$ cat config.mk
export PLATFORM = sky130hd
export DESIGN_NAME = barcode_frame_receiver_core
export DESIGN_NICKNAME = d
export VERILOG_FILES = /design/src/rtl/brx_pkg.sv /design/src/rtl/barcode_frame_receiver_core.sv
export SDC_FILE = /design/constraint.sdc
export NUM_CORES = 1
export LEC_CHECK = 0
export ABC_AREA = 1
export ABC_CLOCK_PERIOD_IN_PS = 3150
export BUFFER_PORTS_ARGS = -buffer_cell sky130_fd_sc_hd__buf_2
export CAP_MARGIN = 25
export CORE_MARGIN = 1
export CORE_UTILIZATION = 35
export DETAILED_ROUTE_END_ITERATION = 8
export GPL_ROUTABILITY_DRIVEN = 0
export SYNTH_ARGS = -nofsm -noshare
export SYNTH_HDL_FRONTEND = slang
export SYNTH_SLANG_ARGS = --single-unit
$ cat constraint.sdc
create_clock -name clk -period 3.15 [get_ports clk]
set_input_delay 0.1575 -clock clk [delete_from_list [all_inputs] [get_ports clk]]
set_output_delay 0.1575 -clock clk [all_outputs]
set_load 0.05 [all_outputs]
$ cat src/rtl/brx_pkg.sv
// ----------------------------------------------------------------------------
// brx_pkg: shared definitions for the barcode frame receiver
// Link control characters, parser states, event and reply codes.
// ----------------------------------------------------------------------------
package brx_pkg;

  // largest payload a command frame may carry
  localparam int unsigned MAX_PAYLOAD = 256;

  // link control characters
  localparam logic [7:0] CH_STX      = 8'h02;
  localparam logic [7:0] CH_ETX      = 8'h03;
  localparam logic [7:0] CH_ACK      = 8'h06;
  localparam logic [7:0] CH_NACK     = 8'h15;
  localparam logic [7:0] CH_CR       = 8'h0D;
  localparam logic [7:0] CH_LF       = 8'h0A;
  localparam logic [7:0] CMD_NO_DATA = 8'h80;

  // largest legal byte count, in the width of the data counter
  localparam logic [8:0] MAX_PAYLOAD_CNT = 9'(MAX_PAYLOAD);

  // parser states
  typedef enum logic [2:0] {
    ST_IDLE = 3'd0,
    ST_CODE = 3'd1,
    ST_CMD  = 3'd2,
    ST_LEN  = 3'd3,
    ST_DATA = 3'd4,
    ST_ETX  = 3'd5,
    ST_CHK  = 3'd6
  } state_t;

  // result events
  typedef enum logic [2:0] {
    EV_NONE  = 3'd0,
    EV_CHAR  = 3'd1,
    EV_END   = 3'd2,
    EV_OK    = 3'd3,
    EV_BAD   = 3'd4,
    EV_PACK  = 3'd5,
    EV_PNACK = 3'd6
  } event_t;

  // reply requests toward the transmitter
  typedef enum logic [1:0] {
    RP_NONE = 2'd0,
    RP_ACK  = 2'd1,
    RP_NACK = 2'd2
  } reply_t;

endpackage

$ cat src/rtl/barcode_frame_receiver_core.sv
// ----------------------------------------------------------------------------
// barcode_frame_receiver_core: receive framer for a barcode reader link
// Streams barcode characters, parses STX/ETX command frames with an XOR
// checksum and reports partner ACK/NACK bytes, one result per byte.
// ----------------------------------------------------------------------------
// Each accepted byte's result is loaded into the output register in the cycle after it is taken.
// Throughput: one byte per cycle; the only limit is the single output register,
// so a byte is taken whenever that register is empty or being read the same cycle.
// Reset: rst (synchronous, active high) returns the parser to idle, clears the
// code count, command, data counter, checksum and frame-good flag, and empties
// the output register.
module barcode_frame_receiver_core (
  input  logic       clk,
  input  logic       rst,
  // byte input
  input  logic       in_valid,
  output logic       in_stall,
  input  logic [7:0] rx_byte,
  // result output
  output logic       out_valid,
  input  logic       out_stall,
  output logic [2:0] event_res,
  output logic [7:0] code_char,
  output logic [7:0] code_length,
  output logic [7:0] frame_command,
  output logic [1:0] reply
);
  import brx_pkg::*;

  // parser state
  state_t     parse_state, parse_state_next;
  logic [7:0] code_count, code_count_next;
  logic [7:0] command_byte, command_byte_next;
  logic [8:0] data_remaining, data_remaining_next;
  logic [7:0] running_xor, running_xor_next;
  logic       etx_seen_ok, etx_seen_ok_next;

  // result of the current byte
  event_t     ev_next;
  reply_t     rp_next;
  logic [7:0] ch_next, len_next, cmd_next;

  logic       accept;
  logic       is_eol;
  logic [8:0] data_dec;

  // a new request fits when the output register is free or draining
  assign in_stall = out_valid & out_stall;
  assign accept   = in_valid & ~in_stall;
  assign is_eol   = (rx_byte == CH_CR) || (rx_byte == CH_LF);
  assign data_dec = (data_remaining != 9'd0) ? data_remaining - 9'd1 : data_remaining;

  // next state and parser registers
  always_comb begin
    parse_state_next    = parse_state;
    code_count_next     = code_count;
    command_byte_next   = command_byte;
    data_remaining_next = data_remaining;
    running_xor_next    = running_xor;
    etx_seen_ok_next    = etx_seen_ok;
    case (parse_state)
      ST_CODE: begin
        if (is_eol) begin
          code_count_next  = 8'd0;
          parse_state_next = ST_IDLE;
        end else if (code_count != 8'hFF) begin
          code_count_next = code_count + 8'd1;
        end
      end
      ST_CMD: begin
        command_byte_next   = rx_byte;
        running_xor_next    = running_xor ^ rx_byte;
        data_remaining_next = 9'd0;
        parse_state_next    = ((rx_byte & CMD_NO_DATA) != 8'd0) ? ST_ETX : ST_LEN;
      end
      ST_LEN: begin
        data_remaining_next = {1'b0, rx_byte} + 9'd1;
        if (({1'b0, rx_byte} + 9'd1) > MAX_PAYLOAD_CNT) begin
          etx_seen_ok_next = 1'b0;
        end
        parse_state_next = ST_DATA;
      end
      ST_DATA: begin
        running_xor_next    = running_xor ^ rx_byte;
        data_remaining_next = data_dec;
        if (data_dec == 9'd0) begin
          parse_state_next = ST_ETX;
        end
      end
      ST_ETX: begin
        etx_seen_ok_next = etx_seen_ok && (rx_byte == CH_ETX);
        parse_state_next = ST_CHK;
      end
      ST_CHK: begin
        parse_state_next = ST_IDLE;
      end
      default: begin
        // idle, and the unused code
        parse_state_next = ST_IDLE;
        if (rx_byte == CH_STX) begin
          running_xor_next    = CH_STX ^ CH_ETX;
          etx_seen_ok_next    = 1'b1;
          data_remaining_next = 9'd0;
          parse_state_next    = ST_CMD;
        end else if (rx_byte == CH_ACK || rx_byte == CH_NACK) begin
          parse_state_next = ST_IDLE;
        end else if (is_eol) begin
          code_count_next = 8'd0;
        end else begin
          code_count_next  = 8'd1;
          parse_state_next = ST_CODE;
        end
      end
    endcase
  end

  // result fields
  always_comb begin
    ev_next  = EV_NONE;
    rp_next  = RP_NONE;
    ch_next  = 8'd0;
    len_next = 8'd0;
    cmd_next = 8'd0;
    case (parse_state)
      ST_CODE: begin
        if (is_eol) begin
          ev_next  = EV_END;
          len_next = code_count;
          rp_next  = RP_ACK;
        end else begin
          ev_next = EV_CHAR;
          ch_next = rx_byte;
        end
      end
      ST_CMD, ST_LEN, ST_DATA, ST_ETX: begin
        ev_next = EV_NONE;
      end
      ST_CHK: begin
        if (etx_seen_ok && (running_xor == rx_byte)) begin
          ev_next  = EV_OK;
          cmd_next = command_byte;
          rp_next  = RP_ACK;
        end else begin
          ev_next = EV_BAD;
          rp_next = RP_NACK;
        end
      end
      default: begin
        if (rx_byte == CH_STX) begin
          ev_next = EV_NONE;
        end else if (rx_byte == CH_ACK) begin
          ev_next = EV_PACK;
        end else if (rx_byte == CH_NACK) begin
          ev_next = EV_PNACK;
        end else if (!is_eol) begin
          ev_next = EV_CHAR;
          ch_next = rx_byte;
        end
      end
    endcase
  end

  // parser registers
  always_ff @(posedge clk) begin
    if (rst) begin
      parse_state    <= ST_IDLE;
      code_count     <= 8'd0;
      command_byte   <= 8'd0;
      data_remaining <= 9'd0;
      running_xor    <= 8'd0;
      etx_seen_ok    <= 1'b0;
    end else if (accept) begin
      parse_state    <= parse_state_next;
      code_count     <= code_count_next;
      command_byte   <= command_byte_next;
      data_remaining <= data_remaining_next;
      running_xor    <= running_xor_next;
      etx_seen_ok    <= etx_seen_ok_next;
    end
  end

  // output register valid
  always_ff @(posedge clk) begin
    if (rst) begin
      out_valid <= 1'b0;
    end else if (accept) begin
      out_valid <= 1'b1;
    end else if (!out_stall) begin
      out_valid <= 1'b0;
    end
  end

  // output register payload
  always_ff @(posedge clk) begin
    if (accept) begin
      event_res     <= ev_next;
      code_char     <= ch_next;
      code_length   <= len_next;
      frame_command <= cmd_next;
      reply         <= rp_next;
    end
  end

  // a taken byte always leaves a result waiting
  a_accept_result: assert property (@(posedge clk) disable iff (rst)
    accept |=> out_valid)
    else $error("accepted byte produced no result");

  // inside a barcode at least one character has been counted
  a_code_count: assert property (@(posedge clk) disable iff (rst)
    (parse_state == ST_CODE) |-> (code_count != 8'd0))
    else $error("code state with zero count");

  // the data phase always has bytes left to take
  a_data_left: assert property (@(posedge clk) disable iff (rst)
    (parse_state == ST_DATA) |-> (data_remaining != 9'd0))
    else $error("data state with nothing remaining");

  // end of code and good frames ask for ACK, bad frames for NACK
  a_reply_match: assert property (@(posedge clk) disable iff (rst)
    (out_valid && (event_res == EV_END || event_res == EV_OK)) |-> (reply == RP_ACK))
    else $error("missing ACK reply");

  a_reply_bad: assert property (@(posedge clk) disable iff (rst)
    (out_valid && event_res == EV_BAD) |-> (reply == RP_NACK))
    else $error("missing NACK reply");

endmodule
; ---- Word-level counts from Yosys, hierarchy flattened
; Cells that the tools add are included.
[totals]
reg_bits = 67
latchBits = 0
mem_bits_rw = 0
rom_bits = 0
out_inout_bits = 31
mem_count = 0
[classes]
addsub = 3
multipliers = 0
div_mod_pow = 0
n_lt_le_gt_ge = 1
eq_ne = 21
n_shift = 0
n_mux = 37
bitwise_logic = 8
n_reduce_logical = 23
[op_table]
columns = op, count
row1 = $mux W8, 9
row2 = $pmux W8 S2, 3
row3 = $pmux W9 S4, 1
row4 = $mux W3, 7
row5 = $mux W9, 2
row6 = $pmux W3 S6, 1
row7 = $eq A8 B2 Y1 const B, 2
row8 = $eq A8 B4 Y1 const B, 2
row9 = $reduce_or A4 Y1, 3
row10 = $add A8 B1 Y9 const B, 1
row11 = $eq A3 B3 Y1 const B, 3
row12 = $gt A9 B9 Y1 const B, 1
row13 = $logic_not A9 Y1, 1
row14 = $pmux W3 S3, 1
row15 = $reduce_and A3 Y1, 3
row16 = $reduce_bool A9 Y1, 1
row17 = $sub A9 B1 Y9 const B, 1
row18 = $add A8 B1 Y8 const B, 1
row19 = $eq A8 B3 Y1 const B, 1
row20 = $eq A8 B5 Y1 const B, 1
row21 = $eq A8 B8 Y1, 1
row22 = $mux W1, 8
row23 = $ne A8 B8 Y1 const B, 1
row24 = $xor A8 B8 Y8, 1
row25 = 21 further kinds, 37

; ---- Depth between registers and ports, before layout
; Gate-level depths: netlist of run 1.
[depth]
ltp_word = 7
mapped_depth = 15

; ---- Least setup slack after synthesis of run 1
; OpenSTA, ideal clock, no wires.
[synth_timing]
path_type = register to register
start = register out_valid
end = register code_count[4]
setup_ns = 0.070
arrival_time_ns = 3.180
t_required_ns = 3.080
path_slack_ns = -0.100
stages_incl_launch_ff = 10
period_less_slack_ns = 3.250
path_cell_list = dfxtp_1 nand2_1 inv_2 nor2_1 inv_1 nor3_4 nand3_4 inv_2 nand3_1 a21oi_1
[synth_between]
elab_chain_len = 4
[synth_rtl]
columns = element, line
row1 = from (decl), barcode_frame_receiver_core.sv:20  ; output logic out_valid,
row2 = from (signal assigned), barcode_frame_receiver_core.sv:185  ; out_valid <= 1'b0;
row3 = from (signal assigned), barcode_frame_receiver_core.sv:187  ; out_valid <= 1'b1;
row4 = from (signal assigned), barcode_frame_receiver_core.sv:189  ; out_valid <= 1'b0;
row5 = $and A1 B1 Y1, barcode_frame_receiver_core.sv:48  ; assign in_stall = out_valid & out_stall;
row6 = net in_stall, barcode_frame_receiver_core.sv:17  ; output logic in_stall,
row7 = $not A1 Y1, barcode_frame_receiver_core.sv:49  ; assign accept = in_valid & ~in_stall;
row8 = $and A1 B1 Y1, barcode_frame_receiver_core.sv:49
row9 = net accept, barcode_frame_receiver_core.sv:43  ; logic accept;
row10 = $reduce_and A5 Y1 (no line), -
row11 = to (signal assigned), barcode_frame_receiver_core.sv:174  ; code_count <= code_count_next;
row12 = to (decl), barcode_frame_receiver_core.sv:32  ; logic [7:0] code_count, code_count_next;
; The timed path passes the listed nets, and every way through them passes these cells.
; A chain may end at the register's enable or synchronous reset.

; ---- Worst setup path in the final report of run 1
[layout_timing]
start = register data_remaining[0]
end = register parse_state[2]
[layout_between]
elab_chain_len = 5
word_cells_on_any_way = 6
classes_between = add/sub: 1 / eq/ne: 1 / mux: 1 / reduce/logical: 3
[layout_rtl]
columns = element, line
row1 = from (decl), barcode_frame_receiver_core.sv:34  ; logic [8:0] data_remaining, data_remaining_next;
row2 = from (signal assigned), barcode_frame_receiver_core.sv:176  ; data_remaining <= data_remaining_next;
row3 = $sub A9 B1 Y9 or $reduce_bool A9 Y1 (tied branches), barcode_frame_receiver_core.sv:51  ; assign data_dec = (data_remaining != 9'd0) ? data_remaining - 9'd1 : data_remaining;
row4 = $mux W9 (*), barcode_frame_receiver_core.sv:51
row5 = $logic_not A9 Y1 (*), barcode_frame_receiver_core.sv:86  ; if (data_dec == 9'd0) begin
row6 = $ne A2 B2 Y1 (no line) (*), -
row7 = $reduce_and A3 Y1 (no line) (*), -
row8 = to (signal assigned), barcode_frame_receiver_core.sv:173  ; parse_state <= parse_state_next;
row9 = to (decl), barcode_frame_receiver_core.sv:31  ; state_t parse_state, parse_state_next;
; Mark *: on every way between the ends. The rest lies on a longest branch, timed or not.

==> metrics.md, run 1 <==
| Metric | Value |
|---|---|
| Design Power | `2.97 mW` |
| Reg2reg end | `parse_state[2]$_SDFFE_PP0P_` |
| HPWL Detailed | `6090 microns` |
| P_int | `1.77 mW` |
| Post-route DRC violation count | `0` |
| Total vias in the final route | `2995` |
| Post-Place Worst Slack | `1.13 ns` |
| FP Rows | `36` |
| Vias in the first global route | `2713` |
| Critical path class | `flop to flop` |
| Leakage | `1.68 nW` |
| Hold EP | `out_valid$_SDFFE_PP0P_` |
| Switching Share | `40.3%` |
| Sw power | `1.19 mW` |
| IO Pins | `43` |
| Core area | `9770 sq um` |
| Most common cell after layout, fill and taps aside | `nand2_1` |
| Syn nets | `465` |
| Total Wirelength | `8150 microns` |
| Tcrit/Tclk final | `65.1%` |
| Maxcap violations | `0` |
| H-tree depth | `3` |
| Synth Area per Inst | `7.90 sq um` |
| Dpl cells | `612` |
| Die W | `102 microns` |
| Ant diodes | `0` |
| Largest net degree at the start of global routing | `29` |
| Drt initial violations | `184` |
| Crit-path max FO | `11` |
| FF-to-FF Start | `data_remaining[0]$_SDFFE_PP0P_` |
| Post-Syn Area | `3530 sq um` |
| IO Port Bufs | `42` |
| Startpoint Class | `flop` |
| CTS tree | `yes` |
| RSZ-0062 raised after global routing | `no` |
| DR pass1 iterations | `5` |
| Setup TNS | `0 ns` |
| Share of cells above drive strength 1 | `21.0%` |
| Setup violations, final | `0` |
| Hold path depth | `3` |
| Critical Path RT | `3.39 ns` |
| Power share of the sequential group | `36.0%` |
| Cts hold-fix bufs | `0` |
| Starting density of the core | `36.1%` |
| Die H | `102 microns` |
| Routed wire length per instance | `13.0 microns` |
| Final Hold Fails | `0` |
| Most frequent cells in the layout | `nand2_1, nor2_1, inv_1, buf_2, a21oi_1` |
| Seq cells post-synth | `67` |
| Post-cts gate resize count | `0` |
| Worst slew margin | `59.6%` |
| Max Buffers Root-to-Sink | `2` |
| Final min period | `2.05 ns` |
| Flop2flop setup slack | `1.10 ns` |
| Post-synth cell types | `38` |
| Hold Path Class | `input port to flop` |
| Sequential share of the synthesized area | `46.2%` |
| Part of the power in combinational logic | `37.2%` |
| Via density | `4.77` |
| Finished Layout Cells | `628` |
| GRT Total Usage | `16.8%` |
| Post-synthesis cell count | `447` |
| Final WS setup | `1.10 ns` |
| PD cells | `725 nW/um^2` |
| Fmax | `0.488 GHz` |
| Layout Nets | `508` |
| CTS Root Cell | `clkbuf_8` |
| Hold Startpoint | `in_valid` |
| Clock insertion delay at the later pin of the skew report | `0.35 ns` |
| Worst Path Arrival | `2.29 ns` |
| Peak supply drop | `0.000323 V` |
| CTS Sinks | `67` |
| First-pass GRT wire length | `13200 microns` |
| Die ar. | `10500 sq um` |
| Layout overhead on the synthesized area | `15.9%` |
| Post-CTS Setup Repair Bufs | `0` |
| Fin Hold WS | `0.136 ns` |
| Clock buffer count from CTS | `9` |
| Clk pwr share | `26.8%` |
| Setup Skew | `0.00747 ns` |
| Worst setup EP type | `flop` |
| Clock transition at path regs | `0.07 ns` |
| Status | `completed` |
| Worst-margin pin slew | `0.606 ns` |
| GRT Residual Overflow | `0` |
| Final Max Slew Viols | `0` |
| Initial antenna violation count | `0` |
| Routed Antenna Nets | `0` |
| Syn. warnings | `0` |
| Length in cells of the worst reg-to-reg path | `11` |
-- worst max-delay path, stage by stage, from the launching register on --
cell and delay (ns):
dfxtp_1 0.32, inv_1 0.15, ha_1 0.17, nand2_1 0.05, nor2_1 0.17, nand2_1 0.27
nand3_1 0.20, nand2_1 0.08, nor2_1 0.29, nand3_1 0.12, nand2_1 0.07, nor2_1 0.05
-- metal layers --
layer	vias to the layer above	wire length [microns]	track usage (%)
met5	-	0	0
met4	0	185	8.68
met3	13	339	3.49
met2	90	3750	27.3
met1	1342	3880	20.8
li1	1550	-	-
-- cells by family (layout without fill, tap and decap cells) --
logic type	Yosys count	after routing	synth area share, %
compound gates	77	77	12.0
xor+xnor	16	16	3.97
fa+ha+maj	6	6	2.13
buf+inv	77	125	8.50
flops	67	67	46.2
simple gates	204	204	27.2
-- power groups by stage --
stage / Clock (mW) / Sequential (mW) / Combinational, mW
finish: 0.796 / 1.07 / 1.10
global route: 0.846 / 1.08 / 1.22
CTS: 0.809 / 1.07 / 1.09
detailed placement: 0 / 1.09 / 1.09
global placement: 0 / 1.08 / 1.08
floorplan: 0 / 1.20 / 0.740
-- sequential cells by signal, summed over array words and instances, names as in the netlist --
register	flops
command_byte	8
code_count	8
parse_state	3
code_length	8
etx_seen_ok	1
data_remaining	9
running_xor	8
event_res	3
reply	2
out_valid	1
frame_command	8
code_char	8
-- per-stage QoR --
step	util, %	instance area [sq um]
2_1_floorplan	-	3530
5_1_grt	41.9	4090
3_3_place_gp	39.6	3870
6_report	41.9	4090
3_5_place_dp	39.6	3870
4_1_cts	41.9	4090
-- cells in the mapped netlist, drive strengths merged --
library cell	instances	share of area, %
nand3b	1	0.21
nor3	12	2.3
dfxtp	38	22
or2	4	0.71
a21oi	43	6.4
xor2	13	3.2
edfxtp	29	25
a22oi	1	0.21
o21ai	25	3.6
xnor2	3	0.74
o22ai	3	0.53
nand2	86	9.5
clkinv	1	0.11
nor2	61	7.6
inv	65	7.0
a31oi	1	0.18
nand3	30	4.9
nand4	10	1.9
ha	6	2.1
buf	6	0.85
clkbuf	5	0.57
a211oi	2	0.57
o211ai	2	0.43
-- cell type report --
type	count	area, sq um
clock buffer	9	124
clock inverter	7	100
fill	1019	5680
inverter	66	250
multi-input combinational	303	1600
sequential	67	1630
tap	133	166
timing repair buffer	43	218
-- how the worst max path moves through the flow --
stage                                              to  cells past startpoint  slack (ns)                            from
after CTS                 parse_state[2]$_SDFFE_PP0P_                     11        1.11  data_remaining[0]$_SDFFE_PP0P_
after floorplan            code_count[4]$_SDFFE_PP0P_                      9        0.49          out_valid$_SDFFE_PP0P_
after global routing      parse_state[2]$_SDFFE_PP0P_                     14        0.90  data_remaining[0]$_SDFFE_PP0P_
final                     parse_state[2]$_SDFFE_PP0P_                     11        1.10  data_remaining[0]$_SDFFE_PP0P_
after global placement    parse_state[0]$_SDFFE_PP0P_                     13        1.18  data_remaining[0]$_SDFFE_PP0P_
after detailed placement  parse_state[1]$_SDFFE_PP0P_                     10        1.13  data_remaining[0]$_SDFFE_PP0P_
Power figures use the tool's default switching activity.
==> inputs of run 2 (changes only) <==
--- a/config.mk
+++ b/config.mk
@@ -6,7 +6,7 @@
 export NUM_CORES = 1
 export LEC_CHECK = 0
 export ABC_AREA = 1
-export ABC_CLOCK_PERIOD_IN_PS = 3150
+export ABC_CLOCK_PERIOD_IN_PS = 2100
 export BUFFER_PORTS_ARGS = -buffer_cell sky130_fd_sc_hd__buf_2
 export CAP_MARGIN = 25
 export CORE_MARGIN = 1
==> constraint.sdc (replaced) <==
create_clock -name clk -period 2.1 [get_ports clk]
set_input_delay 0.105 -clock clk [delete_from_list [all_inputs] [get_ports clk]]
set_output_delay 0.105 -clock clk [all_outputs]
set_load 0.05 [all_outputs]
==> metrics.md, run 2 (synthesized netlist as in run 1, its figures left out) <==
| Metric | Value |
|---|---|
| Startpoint Class | `flop (unchanged)` |
| Maxcap violations | `0 (unchanged)` |
| Crit-path max FO | `6 (was 11)` |
| Met2 usage | `26.1% (was 27.3%)` |
| Share of cells above drive strength 1 | `22.4% (was 21.0%)` |
| Starting density of the core | `36.1% (unchanged)` |
| Switching Share | `37.8% (was 40.3%)` |
| Die H | `102 microns (unchanged)` |
| Max Buffers Root-to-Sink | `2 (unchanged)` |
| Total Wirelength | `8050 microns (was 8150 microns)` |
| Clock buffer count from CTS | `9 (unchanged)` |
| Total vias in the final route | `2988 (was 2995)` |
| Layout overhead on the synthesized area | `18.3% (was 15.9%)` |
| Max reg flops | `9 (unchanged)` |
| Worst path max stage delay | `0.32 ns (about the same)` |
| Worst-margin pin slew | `0.630 ns (was 0.606 ns)` |
| Hold Path Class | `input port to flop (unchanged)` |
| Clock insertion delay at the later pin of the skew report | `0.36 ns (was 0.35 ns)` |
| CTS Sinks | `67 (unchanged)` |
| Routing usage on met3 | `3.49% (unchanged)` |
| Clock transition at path regs | `0.08 ns (was 0.07 ns)` |
| FP Rows | `36 (unchanged)` |
| H-tree depth | `3 (unchanged)` |
| CP Buf/Inv Count | `1 (unchanged)` |
| Largest register by flop count | `data_remaining (unchanged)` |
| IO Port Bufs | `42 (unchanged)` |
| Post-CTS Setup Repair Bufs | `0 (unchanged)` |
| Peak supply drop | `0.000449 V (was 0.000323 V)` |
| Vias in the first global route | `2716 (was 2713)` |
| Worst setup EP type | `flop (unchanged)` |
| Power share of the sequential group | `33.8% (was 36.0%)` |
| Setup TNS | `0 ns (unchanged)` |
| Via density | `4.73 (was 4.77)` |
| Most common cell after layout, fill and taps aside | `nand2_1 (unchanged)` |
| HPWL Detailed | `5980 microns (was 6090 microns)` |
| Critical path class | `flop to flop (unchanged)` |
| Crit-path most repeated cell | `nand2_1 (unchanged)` |
| Part of the power in combinational logic | `36.0% (was 37.2%)` |
| CTS Root Cell | `clkbuf_8 (unchanged)` |
| GRT Total Usage | `16.3% (was 16.8%)` |
| Crit-path slowest cell | `dfxtp_1 (unchanged)` |
| Critical Path RT | `2.34 ns (was 3.39 ns)` |
| Busiest grt layer | `met2 (unchanged)` |
| IO Pins | `43 (unchanged)` |
| Register area | `1630 sq um (about the same)` |
| Routed Antenna Nets | `0 (unchanged)` |
| Met1 Use GR | `21.2% (was 20.8%)` |
| Most frequent cells in the layout | `nand2_1, nor2_1, inv_1, buf_2, a21oi_1 (unchanged)` |
| Sw power | `1.79 mW (was 1.19 mW)` |
| DR pass1 iterations | `4 (was 5)` |
| Leakage | `1.73 nW (was 1.68 nW)` |
| Area of the multi-input gates | `1620 sq um (was 1600 sq um)` |
| Status | `completed (unchanged)` |
| Setup Skew | `0.0173 ns (was 0.00747 ns)` |
| Routed wire length per instance | `12.7 microns (was 13.0 microns)` |
| Die W | `102 microns (unchanged)` |
| Largest net degree at the start of global routing | `28 (was 29)` |
| Initial antenna violation count | `0 (unchanged)` |
| P_int | `2.94 mW (was 1.77 mW)` |
| Clk pwr share | `30.2% (was 26.8%)` |
| Fin Hold WS | `0.0470 ns (was 0.136 ns)` |
| Ant diodes | `0 (unchanged)` |
| Fmax | `0.529 GHz (was 0.488 GHz)` |
| PD cells | `1130 nW/um^2 (was 725 nW/um^2)` |
| Post-layout instance area | `4180 sq um (was 4090 sq um)` |
| RSZ-0062 raised after global routing | `no (unchanged)` |
| Setup violations, final | `0 (unchanged)` |
| GRT Residual Overflow | `0 (unchanged)` |
| First-pass GRT wire length | `13000 microns (was 13200 microns)` |
| Post-route DRC violation count | `0 (unchanged)` |
| Area post-placement | `3900 sq um (was 3870 sq um)` |
| # fillers | `988 (was 1019)` |
| Cell Chain, Critical Path | `inv_1, ha_1, nand2_1, nor2_2, nand2_2, nand3b_1, nand2_1, nor2_1, nand2_1, nand2_1, nand3_1, nand2_1, nor2_1 (was inv_1, ha_1, nand2_1, nor2_1, nand2_1, nand3_1, nand2_1, nor2_1, nand3_1, nand2_1, nor2_1)` |
| Final min period | `1.89 ns (was 2.05 ns)` |
| Worst Path Arrival | `2.13 ns (was 2.29 ns)` |
| Tcrit/Tclk final | `90.0% (was 65.1%)` |
| CTS tree | `yes (unchanged)` |
| Kind of cell adding the most delay to the critical path | `simple AND/OR/NAND/NOR gates (unchanged)` |
| Drt initial violations | `155 (was 184)` |
| Layout Nets | `512 (was 508)` |
| Core area | `9770 sq um (unchanged)` |
| Final Max Slew Viols | `0 (unchanged)` |
| Design Power | `4.74 mW (was 2.97 mW)` |
| Worst slew margin | `57.9% (was 59.6%)` |
| Final Hold Fails | `0 (unchanged)` |
| Die ar. | `10500 sq um (unchanged)` |
| Final Util | `42.7% (was 41.9%)` |
run 2: changes by cell type in the layout (fill, tap and decap cells not counted), moves of 2 or more:
cell / change
buf_4: +3
clkinvlp_4: -3
bufinv_16: +2
nor2_1: -2
run 2: worst paths after layout:
| kind | start | end | slack (ns) | cells past startpoint |
|---|---|---|---|---|
| setup / recovery | data_remaining[0]$_SDFFE_PP0P_ | parse_state[2]$_SDFFE_PP0P_ | 0.21 | 13 |
| hold / removal | out_stall | out_valid$_SDFFE_PP0P_ | 0.05 | 3 |
| setup reg to reg | data_remaining[0]$_SDFFE_PP0P_ | parse_state[2]$_SDFFE_PP0P_ | 0.21 | 13 |
| hold reg to reg | running_xor[0]$_SDFFE_PP0P_ | running_xor[0]$_SDFFE_PP0P_ | 0.46 | 2 |
run 2: area by class of cell:
cell class / count / area share [%]
clock buffer: 10 / 3.05
inverter: 66 / 5.99
sequential: 67 / 39.1
clock inverter: 6 / 3.29
timing repair buffer: 46 / 5.75
tap: 133 / 3.98
multi-input combinational: 304 / 38.8
run 2: repair_timing:
item                                    4_1_cts  5_1_grt
endpoints found under the setup margin        0        3
gates resized for setup                       0        3
hold buffers                                  0        0
endpoints found under the hold margin         0        0
run 2: tightest hold or removal path, stage by stage:
cell	delay, ns
buf_2	0.09
nand2_1	0.09
a21oi_1	0.06
run 2: routing by layer:
layer  routed length, microns  vias up
met1                     3840     1362
met2                     3780       60
li1                         -     1555
met4                      110        0
met3                      319       11
met5                        0        -
run 2: power groups by stage:
| stage | registers [mW] | clock network [mW] | logic [mW] |
|---|---|---|---|
| after floorplan | 1.81 | 0 | 1.11 |
| after global placement | 1.63 | 0 | 1.64 |
| after detailed placement | 1.63 | 0 | 1.66 |
| after CTS | 1.60 | 1.45 | 1.66 |
| after global routing | 1.62 | 1.49 | 1.91 |
| final | 1.60 | 1.43 | 1.70 |
run 2: stage by stage:
stage / worst slack (ns) / std cells
floorplan: 0.00168 / 447
global placement: 0.167 / 615
detailed placement: 0.0930 / 615
CTS: 0.0808 / 631
global route: 0.0345 / 632
finish: 0.211 / 632
